==> src/rtl/core/cor_pkg.sv <==
// shared types, state and operation codes, saturation helper for the overlap relaxation block
package cor_pkg;

    typedef struct packed {
        logic signed [23:0] pos_x;
        logic signed [23:0] pos_y;
        logic        [15:0] radius;
        logic               last;
    } in_item_t;

    typedef struct packed {
        logic signed [23:0] out_x;
        logic signed [23:0] out_y;
        logic               out_last;
    } out_item_t;

    typedef enum logic [4:0] {
        OP_NONE, OP_LOAD, OP_READ, OP_DIFF, OP_SQX, OP_SQY, OP_RS2, OP_CMP,
        OP_SQRT, OP_OVL, OP_DEN1, OP_DEN2, OP_CR, OP_NUML, OP_NUMH,
        OP_DIVI, OP_DIV, OP_MOVE, OP_WRI, OP_WRJ
    } op_t;

    typedef enum logic [4:0] {
        ST_IDLE, ST_NEXT, ST_READ, ST_DIFF, ST_SQX, ST_SQY, ST_RS2, ST_CMP,
        ST_CHK, ST_SQRT, ST_OVL, ST_DEN1, ST_DEN2, ST_CR, ST_NUML, ST_NUMH,
        ST_DIVI, ST_DIV, ST_MOVE, ST_WRI, ST_WRJ, ST_ERD, ST_EOUT
    } state_t;

    typedef struct packed {
        op_t        op;
        logic [1:0] comp;
        logic       out_last;
    } cmd_t;

    typedef struct packed {
        logic hit;
    } status_t;

    localparam int SQRT_STEPS = 25;
    localparam int DIV_STEPS  = 24;
    localparam logic signed [25:0] POS_MAX = 26'sd8388607;
    localparam logic signed [25:0] POS_MIN = -26'sd8388608;

    function automatic logic signed [23:0] sat24(input logic signed [25:0] v);
        logic signed [23:0] r;
        if (v > POS_MAX)
        begin
            r = 24'sh7FFFFF;
        end
        else if (v < POS_MIN)
        begin
            r = 24'sh800000;
        end
        else
        begin
            r = v[23:0];
        end
        return r;
    endfunction

endpackage

==> src/rtl/core/cor_ctrl.sv <==
// sequencer: load count, pair loop, micro-steps of one pair, emission
module cor_ctrl
    import cor_pkg::*;
#(
    parameter int MAX_PARTICLES = 64,
    parameter int IW = $clog2(MAX_PARTICLES),
    parameter int CW = $clog2(MAX_PARTICLES + 1)
) (
    input  logic          clk,
    input  logic          rst_n,
    input  logic          start,
    input  logic          item_last,
    input  status_t       status,
    output logic          busy,
    output logic          strobe,
    output cmd_t          cmd,
    output logic [IW-1:0] addr_a,
    output logic [IW-1:0] addr_b
);

    state_t          state_reg, state_next;
    logic [CW-1:0]   count_reg, count_next;
    logic [CW-1:0]   i_reg, i_next;
    logic [CW-1:0]   j_reg, j_next;
    logic [CW-1:0]   e_reg, e_next;
    logic [4:0]      step_reg, step_next;
    logic [1:0]      m_reg, m_next;
    logic            room;
    logic            e_last;

    assign room   = count_reg < CW'(MAX_PARTICLES);
    assign e_last = e_reg == (count_reg - CW'(1));

    always_ff @(posedge clk or negedge rst_n)
    begin
        if (!rst_n)
        begin
            state_reg <= ST_IDLE;
            count_reg <= '0;
            i_reg     <= '0;
            j_reg     <= '0;
            e_reg     <= '0;
            step_reg  <= '0;
            m_reg     <= '0;
        end
        else
        begin
            state_reg <= state_next;
            count_reg <= count_next;
            i_reg     <= i_next;
            j_reg     <= j_next;
            e_reg     <= e_next;
            step_reg  <= step_next;
            m_reg     <= m_next;
        end
    end

    always_comb
    begin
        state_next = state_reg;
        count_next = count_reg;
        i_next     = i_reg;
        j_next     = j_reg;
        e_next     = e_reg;
        step_next  = step_reg;
        m_next     = m_reg;
        case (state_reg)
            ST_IDLE:
            begin
                if (start)
                begin
                    if (room)
                    begin
                        count_next = count_reg + CW'(1);
                    end
                    if (item_last)
                    begin
                        i_next     = '0;
                        j_next     = '0;
                        state_next = ST_NEXT;
                    end
                end
            end
            ST_NEXT:
            begin
                if (i_reg == count_reg)
                begin
                    e_next     = '0;
                    state_next = ST_ERD;
                end
                else if (j_reg == count_reg)
                begin
                    i_next = i_reg + CW'(1);
                    j_next = '0;
                end
                else if (i_reg == j_reg)
                begin
                    j_next = j_reg + CW'(1);
                end
                else
                begin
                    state_next = ST_READ;
                end
            end
            ST_READ: state_next = ST_DIFF;
            ST_DIFF: state_next = ST_SQX;
            ST_SQX:  state_next = ST_SQY;
            ST_SQY:  state_next = ST_RS2;
            ST_RS2:  state_next = ST_CMP;
            ST_CMP:  state_next = ST_CHK;
            ST_CHK:
            begin
                step_next = '0;
                if (status.hit)
                begin
                    state_next = ST_SQRT;
                end
                else
                begin
                    j_next     = j_reg + CW'(1);
                    state_next = ST_NEXT;
                end
            end
            ST_SQRT:
            begin
                step_next = step_reg + 5'd1;
                if (step_reg == 5'(SQRT_STEPS - 1))
                begin
                    state_next = ST_OVL;
                end
            end
            ST_OVL:
            begin
                m_next     = '0;
                state_next = ST_DEN1;
            end
            ST_DEN1: state_next = ST_DEN2;
            ST_DEN2: state_next = ST_CR;
            ST_CR:   state_next = ST_NUML;
            ST_NUML: state_next = ST_NUMH;
            ST_NUMH: state_next = ST_DIVI;
            ST_DIVI:
            begin
                step_next  = '0;
                state_next = ST_DIV;
            end
            ST_DIV:
            begin
                step_next = step_reg + 5'd1;
                if (step_reg == 5'(DIV_STEPS - 1))
                begin
                    state_next = ST_MOVE;
                end
            end
            ST_MOVE:
            begin
                m_next     = m_reg + 2'd1;
                state_next = (m_reg == 2'd3) ? ST_WRI : ST_CR;
            end
            ST_WRI:  state_next = ST_WRJ;
            ST_WRJ:
            begin
                j_next     = j_reg + CW'(1);
                state_next = ST_NEXT;
            end
            ST_ERD:  state_next = ST_EOUT;
            ST_EOUT:
            begin
                if (e_last)
                begin
                    count_next = '0;
                    state_next = ST_IDLE;
                end
                else
                begin
                    e_next     = e_reg + CW'(1);
                    state_next = ST_ERD;
                end
            end
            default: state_next = ST_IDLE;
        endcase
    end

    always_comb
    begin
        cmd.op       = OP_NONE;
        cmd.comp     = m_reg;
        cmd.out_last = 1'b0;
        addr_a       = i_reg[IW-1:0];
        addr_b       = j_reg[IW-1:0];
        busy         = 1'b1;
        strobe       = 1'b0;
        case (state_reg)
            ST_IDLE:
            begin
                busy   = 1'b0;
                addr_a = count_reg[IW-1:0];
                if (start && room)
                begin
                    cmd.op = OP_LOAD;
                end
            end
            ST_READ: cmd.op = OP_READ;
            ST_DIFF: cmd.op = OP_DIFF;
            ST_SQX:  cmd.op = OP_SQX;
            ST_SQY:  cmd.op = OP_SQY;
            ST_RS2:  cmd.op = OP_RS2;
            ST_CMP:  cmd.op = OP_CMP;
            ST_SQRT: cmd.op = OP_SQRT;
            ST_OVL:  cmd.op = OP_OVL;
            ST_DEN1: cmd.op = OP_DEN1;
            ST_DEN2: cmd.op = OP_DEN2;
            ST_CR:   cmd.op = OP_CR;
            ST_NUML: cmd.op = OP_NUML;
            ST_NUMH: cmd.op = OP_NUMH;
            ST_DIVI: cmd.op = OP_DIVI;
            ST_DIV:  cmd.op = OP_DIV;
            ST_MOVE: cmd.op = OP_MOVE;
            ST_WRI:  cmd.op = OP_WRI;
            ST_WRJ:  cmd.op = OP_WRJ;
            ST_ERD:  addr_a = e_reg[IW-1:0];
            ST_EOUT:
            begin
                addr_a       = e_reg[IW-1:0];
                strobe       = 1'b1;
                cmd.out_last = e_last;
            end
            default:
            begin
            end
        endcase
    end

endmodule

==> config.mk <==
export PLATFORM = sky130hd
export DESIGN_NAME = cor_ctrl
export DESIGN_NICKNAME = d
export VERILOG_FILES = /design/src/rtl/core/cor_pkg.sv /design/src/rtl/core/cor_ctrl.sv
export SDC_FILE = /design/constraint.sdc
export NUM_CORES = 1
export LEC_CHECK = 0
export ABC_AREA = 1
export BUFFER_PORTS_ARGS = -buffer_cell sky130_fd_sc_hd__buf_2
export CAP_MARGIN = 5
export CORE_AREA = 3 3 106 108
export CTS_BUF_LIST = sky130_fd_sc_hd__clkbuf_4 sky130_fd_sc_hd__clkbuf_8
export CTS_CLUSTER_SIZE = 25
export DETAILED_ROUTE_END_ITERATION = 8
export DIE_AREA = 0 0 109 111
export PLACE_DENSITY = 0.62
export SETUP_SLACK_MARGIN = 0.1
export SYNTH_ARGS = -nofsm -noshare
export SYNTH_HDL_FRONTEND = slang
export SYNTH_SLANG_ARGS = --single-unit
export TNS_END_PERCENT = 10
==> constraint.sdc <==
create_clock -name clk -period 3.9 [get_ports clk]
set_input_delay 0.78 -clock clk [delete_from_list [all_inputs] [get_ports clk]]
set_output_delay 0.78 -clock clk [all_outputs]
set_load 0.005 [all_outputs]
==> qor.txt <==
==========================================================================================
Shortest clock period the worst path allows after layout                           2990 ps
Worst Path Required                                                                3120 ps
Arrival time of the worst setup path                                               2210 ps
Async set-or-reset flop fraction in the synthesized netlist                           100%
Initial Utilization                                                                  34.9%
Largest family of logic cells by synthesized area                             simple AND/OR/NAND/NOR gates
Total of flip-flops plus latches after synthesis                                        40
Cell variety after synth                                                                41
Largest net degree at the start of global routing                                       41
Global-route wire length before repair                                            14300 µm
Portion of synthesized cell area occupied by the leading cell type                   27.8%
EDFF count, synth                                                                        0
Nature of the critical path endpoint                                            output pin
Cts bufs inserted                                                                        5
Grt total ovfl                                                                           0
Adder and majority cell fraction of the synthesized area                             2.78%
Share of synthesized cell area in and, or, nand and nor gates                        41.7%
Remaining number of nets flagged by the antenna check after routing                      0
Sum of negative setup slack                                                           0 ps
Number of cells in the finished layout apart from fillers                              683
Die boundary height                                                                 111 µm
Worst rel slew slack                                                                 36.8%
Nets@finish                                                                            559
Post-synthesis sequential area ratio                                                 27.8%
Vias in the first global route                                                        2986
Final worst path period share                                                        76.7%
Clock edge transition at the registers on the reported setup and hold paths          90 ps
Dominant register cell in the synthesized netlist                             sky130_fd_sc_hd__dfrtp_1
Category of the most critical setup path                                           reg2out
Total wirelength of the detailed-routed design                                     8500 µm
Static leakage power                                                               2.13 nW
HPWL Detailed                                                                      6510 µm
Class of the tightest hold or removal check                                        reg2reg
Post-synthesis instance total                                                          538
N_diodes                                                                                 0
Xor/xnor cell area share of the yosys netlist                                        9.00%
Max-cap violations                                                                       0
# DRC                                                                                    0
FP Rows                                                                                 37
First DRT Iteration DRCs                                                               183
Mux share of post-synthesis cell area                                                   0%
Sinks on the clock net                                                                  40
Fraction of layout cells with a size suffix above 1                                  15.4%
Total setup violations reported at the end of the flow                                   0
Average cell area after synthesis                                                 6.69 µm²
Overall track demand over capacity in global routing                                 14.5%
Number of top-level pins                                                                27
Area contributors post-synth                                                  sky130_fd_sc_hd__dfrtp_1 (28%), sky130_fd_sc_hd__nand2_1 (18%), sky130_fd_sc_hd__nand3_1 (8.5%)
Upper clock frequency limit                                                      0.334 GHz
RSZ-0062 raised after global routing                                                 false
Yosys warning total                                                                      0
Post-detailed-route via-to-cell ratio                                                 4.83
H-tree depth                                                                             2
Max-slew violation count                                                                 0
Final count of hold timing violations                                                    0
Least-Margin Pin Slew                                                               948 ps
Post-cts hold buffer count                                                               0
Root Buffer Master                                                            sky130_fd_sc_hd__clkbuf_8
Area added between synthesis and finish                                              7.26%
Die footprint                                                                    12100 µm²
Core region area                                                                 10300 µm²
Worst clock skew on the final layout                                               11.1 ps
Routed wire length per instance                                                    12.4 µm
Cell accounting for the most synthesized area                                 sky130_fd_sc_hd__dfrtp_1
Post-synth design cell area                                                       3600 µm²
TritonCTS clock tree                                                                   yes
Number of search-and-repair iterations in the first detailed-routing pass                5
Number of input and output port buffers inserted                                        26
Clock tree buffer depth                                                                  2
Count of filler cells inserted in the layout                                          1089
Vias after detailed routing                                                           3302
Share of the synthesized area in compound gates (AO/OA/AOI/OAI)                      7.44%
Areal power density over the cells                                              208 nW/µm²
Horizontal extent of the die                                                        109 µm
Worst ir drop on vdd                                                            0.000117 V
Post-CTS setup buffer count                                                              0
Insertion delay to the later sink of the worst-skew pair                            300 ps
Net Count, Synth                                                                       551
Outcome                                                                       finished clean
Critical Path Start Type                                                         flip-flop
Final RePlAce weighted congestion                                                    0.939
Post-cts repair resize count                                                             0
Post-Place Cells                                                                       675
Critical-path maximum fanout                                                            15
Antenna violations before repair                                                         0
==========================================================================================
[critical path, stage by stage, from the launching register on]
cell and delay (ps):
sky130_fd_sc_hd__dfrtp_1 490, sky130_fd_sc_hd__inv_2 120, sky130_fd_sc_hd__ha_1 340, sky130_fd_sc_hd__nand2_1 70, sky130_fd_sc_hd__inv_1 40, sky130_fd_sc_hd__nor2_1 80, sky130_fd_sc_hd__nand2_1 50, sky130_fd_sc_hd__nor2_1 100
sky130_fd_sc_hd__nand3_1 110, sky130_fd_sc_hd__nor2_1 120, sky130_fd_sc_hd__nand2_2 200, sky130_fd_sc_hd__inv_1 90, sky130_fd_sc_hd__buf_2 110
[layout by cell type (no fill, tap or decap), types with 3 or more instances in the layout]
| cell | synthesis | layout |
|---|---|---|
| sky130_fd_sc_hd__a21oi_1 | 8 | 8 |
| sky130_fd_sc_hd__a22oi_1 | 3 | 3 |
| sky130_fd_sc_hd__buf_2 | 11 | 26 |
| sky130_fd_sc_hd__clkbuf_8 | 0 | 7 |
| sky130_fd_sc_hd__dfrtp_1 | 40 | 40 |
| sky130_fd_sc_hd__ha_1 | 8 | 8 |
| sky130_fd_sc_hd__inv_1 | 54 | 54 |
| sky130_fd_sc_hd__inv_2 | 7 | 7 |
| sky130_fd_sc_hd__nand2_1 | 171 | 171 |
| sky130_fd_sc_hd__nand2_2 | 10 | 10 |
| sky130_fd_sc_hd__nand3_1 | 61 | 61 |
| sky130_fd_sc_hd__nand4_1 | 6 | 6 |
| sky130_fd_sc_hd__nor2_1 | 47 | 47 |
| sky130_fd_sc_hd__nor2_2 | 4 | 4 |
| sky130_fd_sc_hd__nor2_4 | 3 | 3 |
| sky130_fd_sc_hd__nor2_8 | 3 | 3 |
| sky130_fd_sc_hd__nor3_1 | 5 | 5 |
| sky130_fd_sc_hd__o21ai_0 | 8 | 8 |
| sky130_fd_sc_hd__o21ai_2 | 9 | 9 |
| sky130_fd_sc_hd__o221ai_1 | 3 | 3 |
| sky130_fd_sc_hd__or2_2 | 6 | 6 |
| sky130_fd_sc_hd__xnor2_1 | 23 | 23 |
| sky130_fd_sc_hd__xor2_1 | 14 | 14 |
[report_power, final]
part	internal (mW)	total [mW]	switching, mW
logic	0.00161	0.0111	0.00950
clock network	0.226	0.378	0.152
registers	0.414	0.414	0
total	0.642	0.803	0.161
[synthesized netlist by cell type (4+ instances only)]
cell / number
sky130_fd_sc_hd__nand2_1: 171
sky130_fd_sc_hd__nand3_1: 61
sky130_fd_sc_hd__inv_1: 54
sky130_fd_sc_hd__nor2_1: 47
sky130_fd_sc_hd__dfrtp_1: 40
sky130_fd_sc_hd__xnor2_1: 23
sky130_fd_sc_hd__xor2_1: 14
sky130_fd_sc_hd__buf_2: 11
sky130_fd_sc_hd__nand2_2: 10
sky130_fd_sc_hd__buf_4: 9
sky130_fd_sc_hd__o21ai_2: 9
sky130_fd_sc_hd__a21oi_1: 8
sky130_fd_sc_hd__ha_1: 8
sky130_fd_sc_hd__o21ai_0: 8
sky130_fd_sc_hd__inv_2: 7
sky130_fd_sc_hd__nand4_1: 6
sky130_fd_sc_hd__or2_2: 6
sky130_fd_sc_hd__nor3_1: 5
sky130_fd_sc_hd__nor2_2: 4
[cell families (layout without fill, tap and decap cells)]
kind of cell	Yosys count	after routing
xor gates and xnor gates	37	37
buffers and inverters	88	97
adders and majority gates	8	8
AOI/OAI and AO/OA	39	39
DFF	40	40
and+or+nand+nor	326	326
[per-stage QoR]
stage | power, mW | setup WS, ps | hold slack [ps] | cell area [µm²] | utilization, %
2_1_floorplan | 0.423 | 1470 | 484 | 3600 | -
3_3_place_gp | 0.434 | 1310 | 505 | 3730 | 36.2
3_5_place_dp | 0.435 | 1240 | 518 | 3730 | 36.2
4_1_cts | 0.820 | 906 | 539 | 3860 | 37.4
5_1_grt | 0.836 | 732 | 562 | 3860 | 37.4
6_report | 0.803 | 907 | 531 | 3860 | 37.4
[area by class of cell]
type	instances	area, µm²	share of cell area [%]
Inverter	63	241	6.25
Clock buffer	7	96.3	2.50
Multi-Input combinational cell	410	2190	56.8
Clock inverter	1	30.0	0.778
Tap cell	136	170	4.41
Timing Repair Buffer	26	130	3.37
Sequential cell	40	1000	25.9
[per-layer routing]
metal | track usage (%) | share of wire [%] | up-vias
li1 | - | - | 1699
met1 | 19.7 | 46 | 1515
met2 | 23.0 | 46 | 80
met3 | 2.74 | 5.9 | 8
met4 | 4.46 | 1.4 | 0
met5 | 0 | 0 | -
[final timing paths]
check / from / endpoint / slack [ps] / cells past startpoint
max in group asynchronous: rst_n / count_reg[2] / 2680 / 1
worst min-delay path: m_reg[0] / m_reg[0] / 530 / 1
worst min register to register: m_reg[0] / m_reg[0] / 530 / 1
min in group asynchronous: rst_n / m_reg[0] / 610 / 1
worst max register to register: count_reg[0] / e_reg[1] / 1800 / 13
worst max-delay path: count_reg[0] / cmd[0] / 910 / 12
Note: power is estimated with default switching activity, not from simulation.
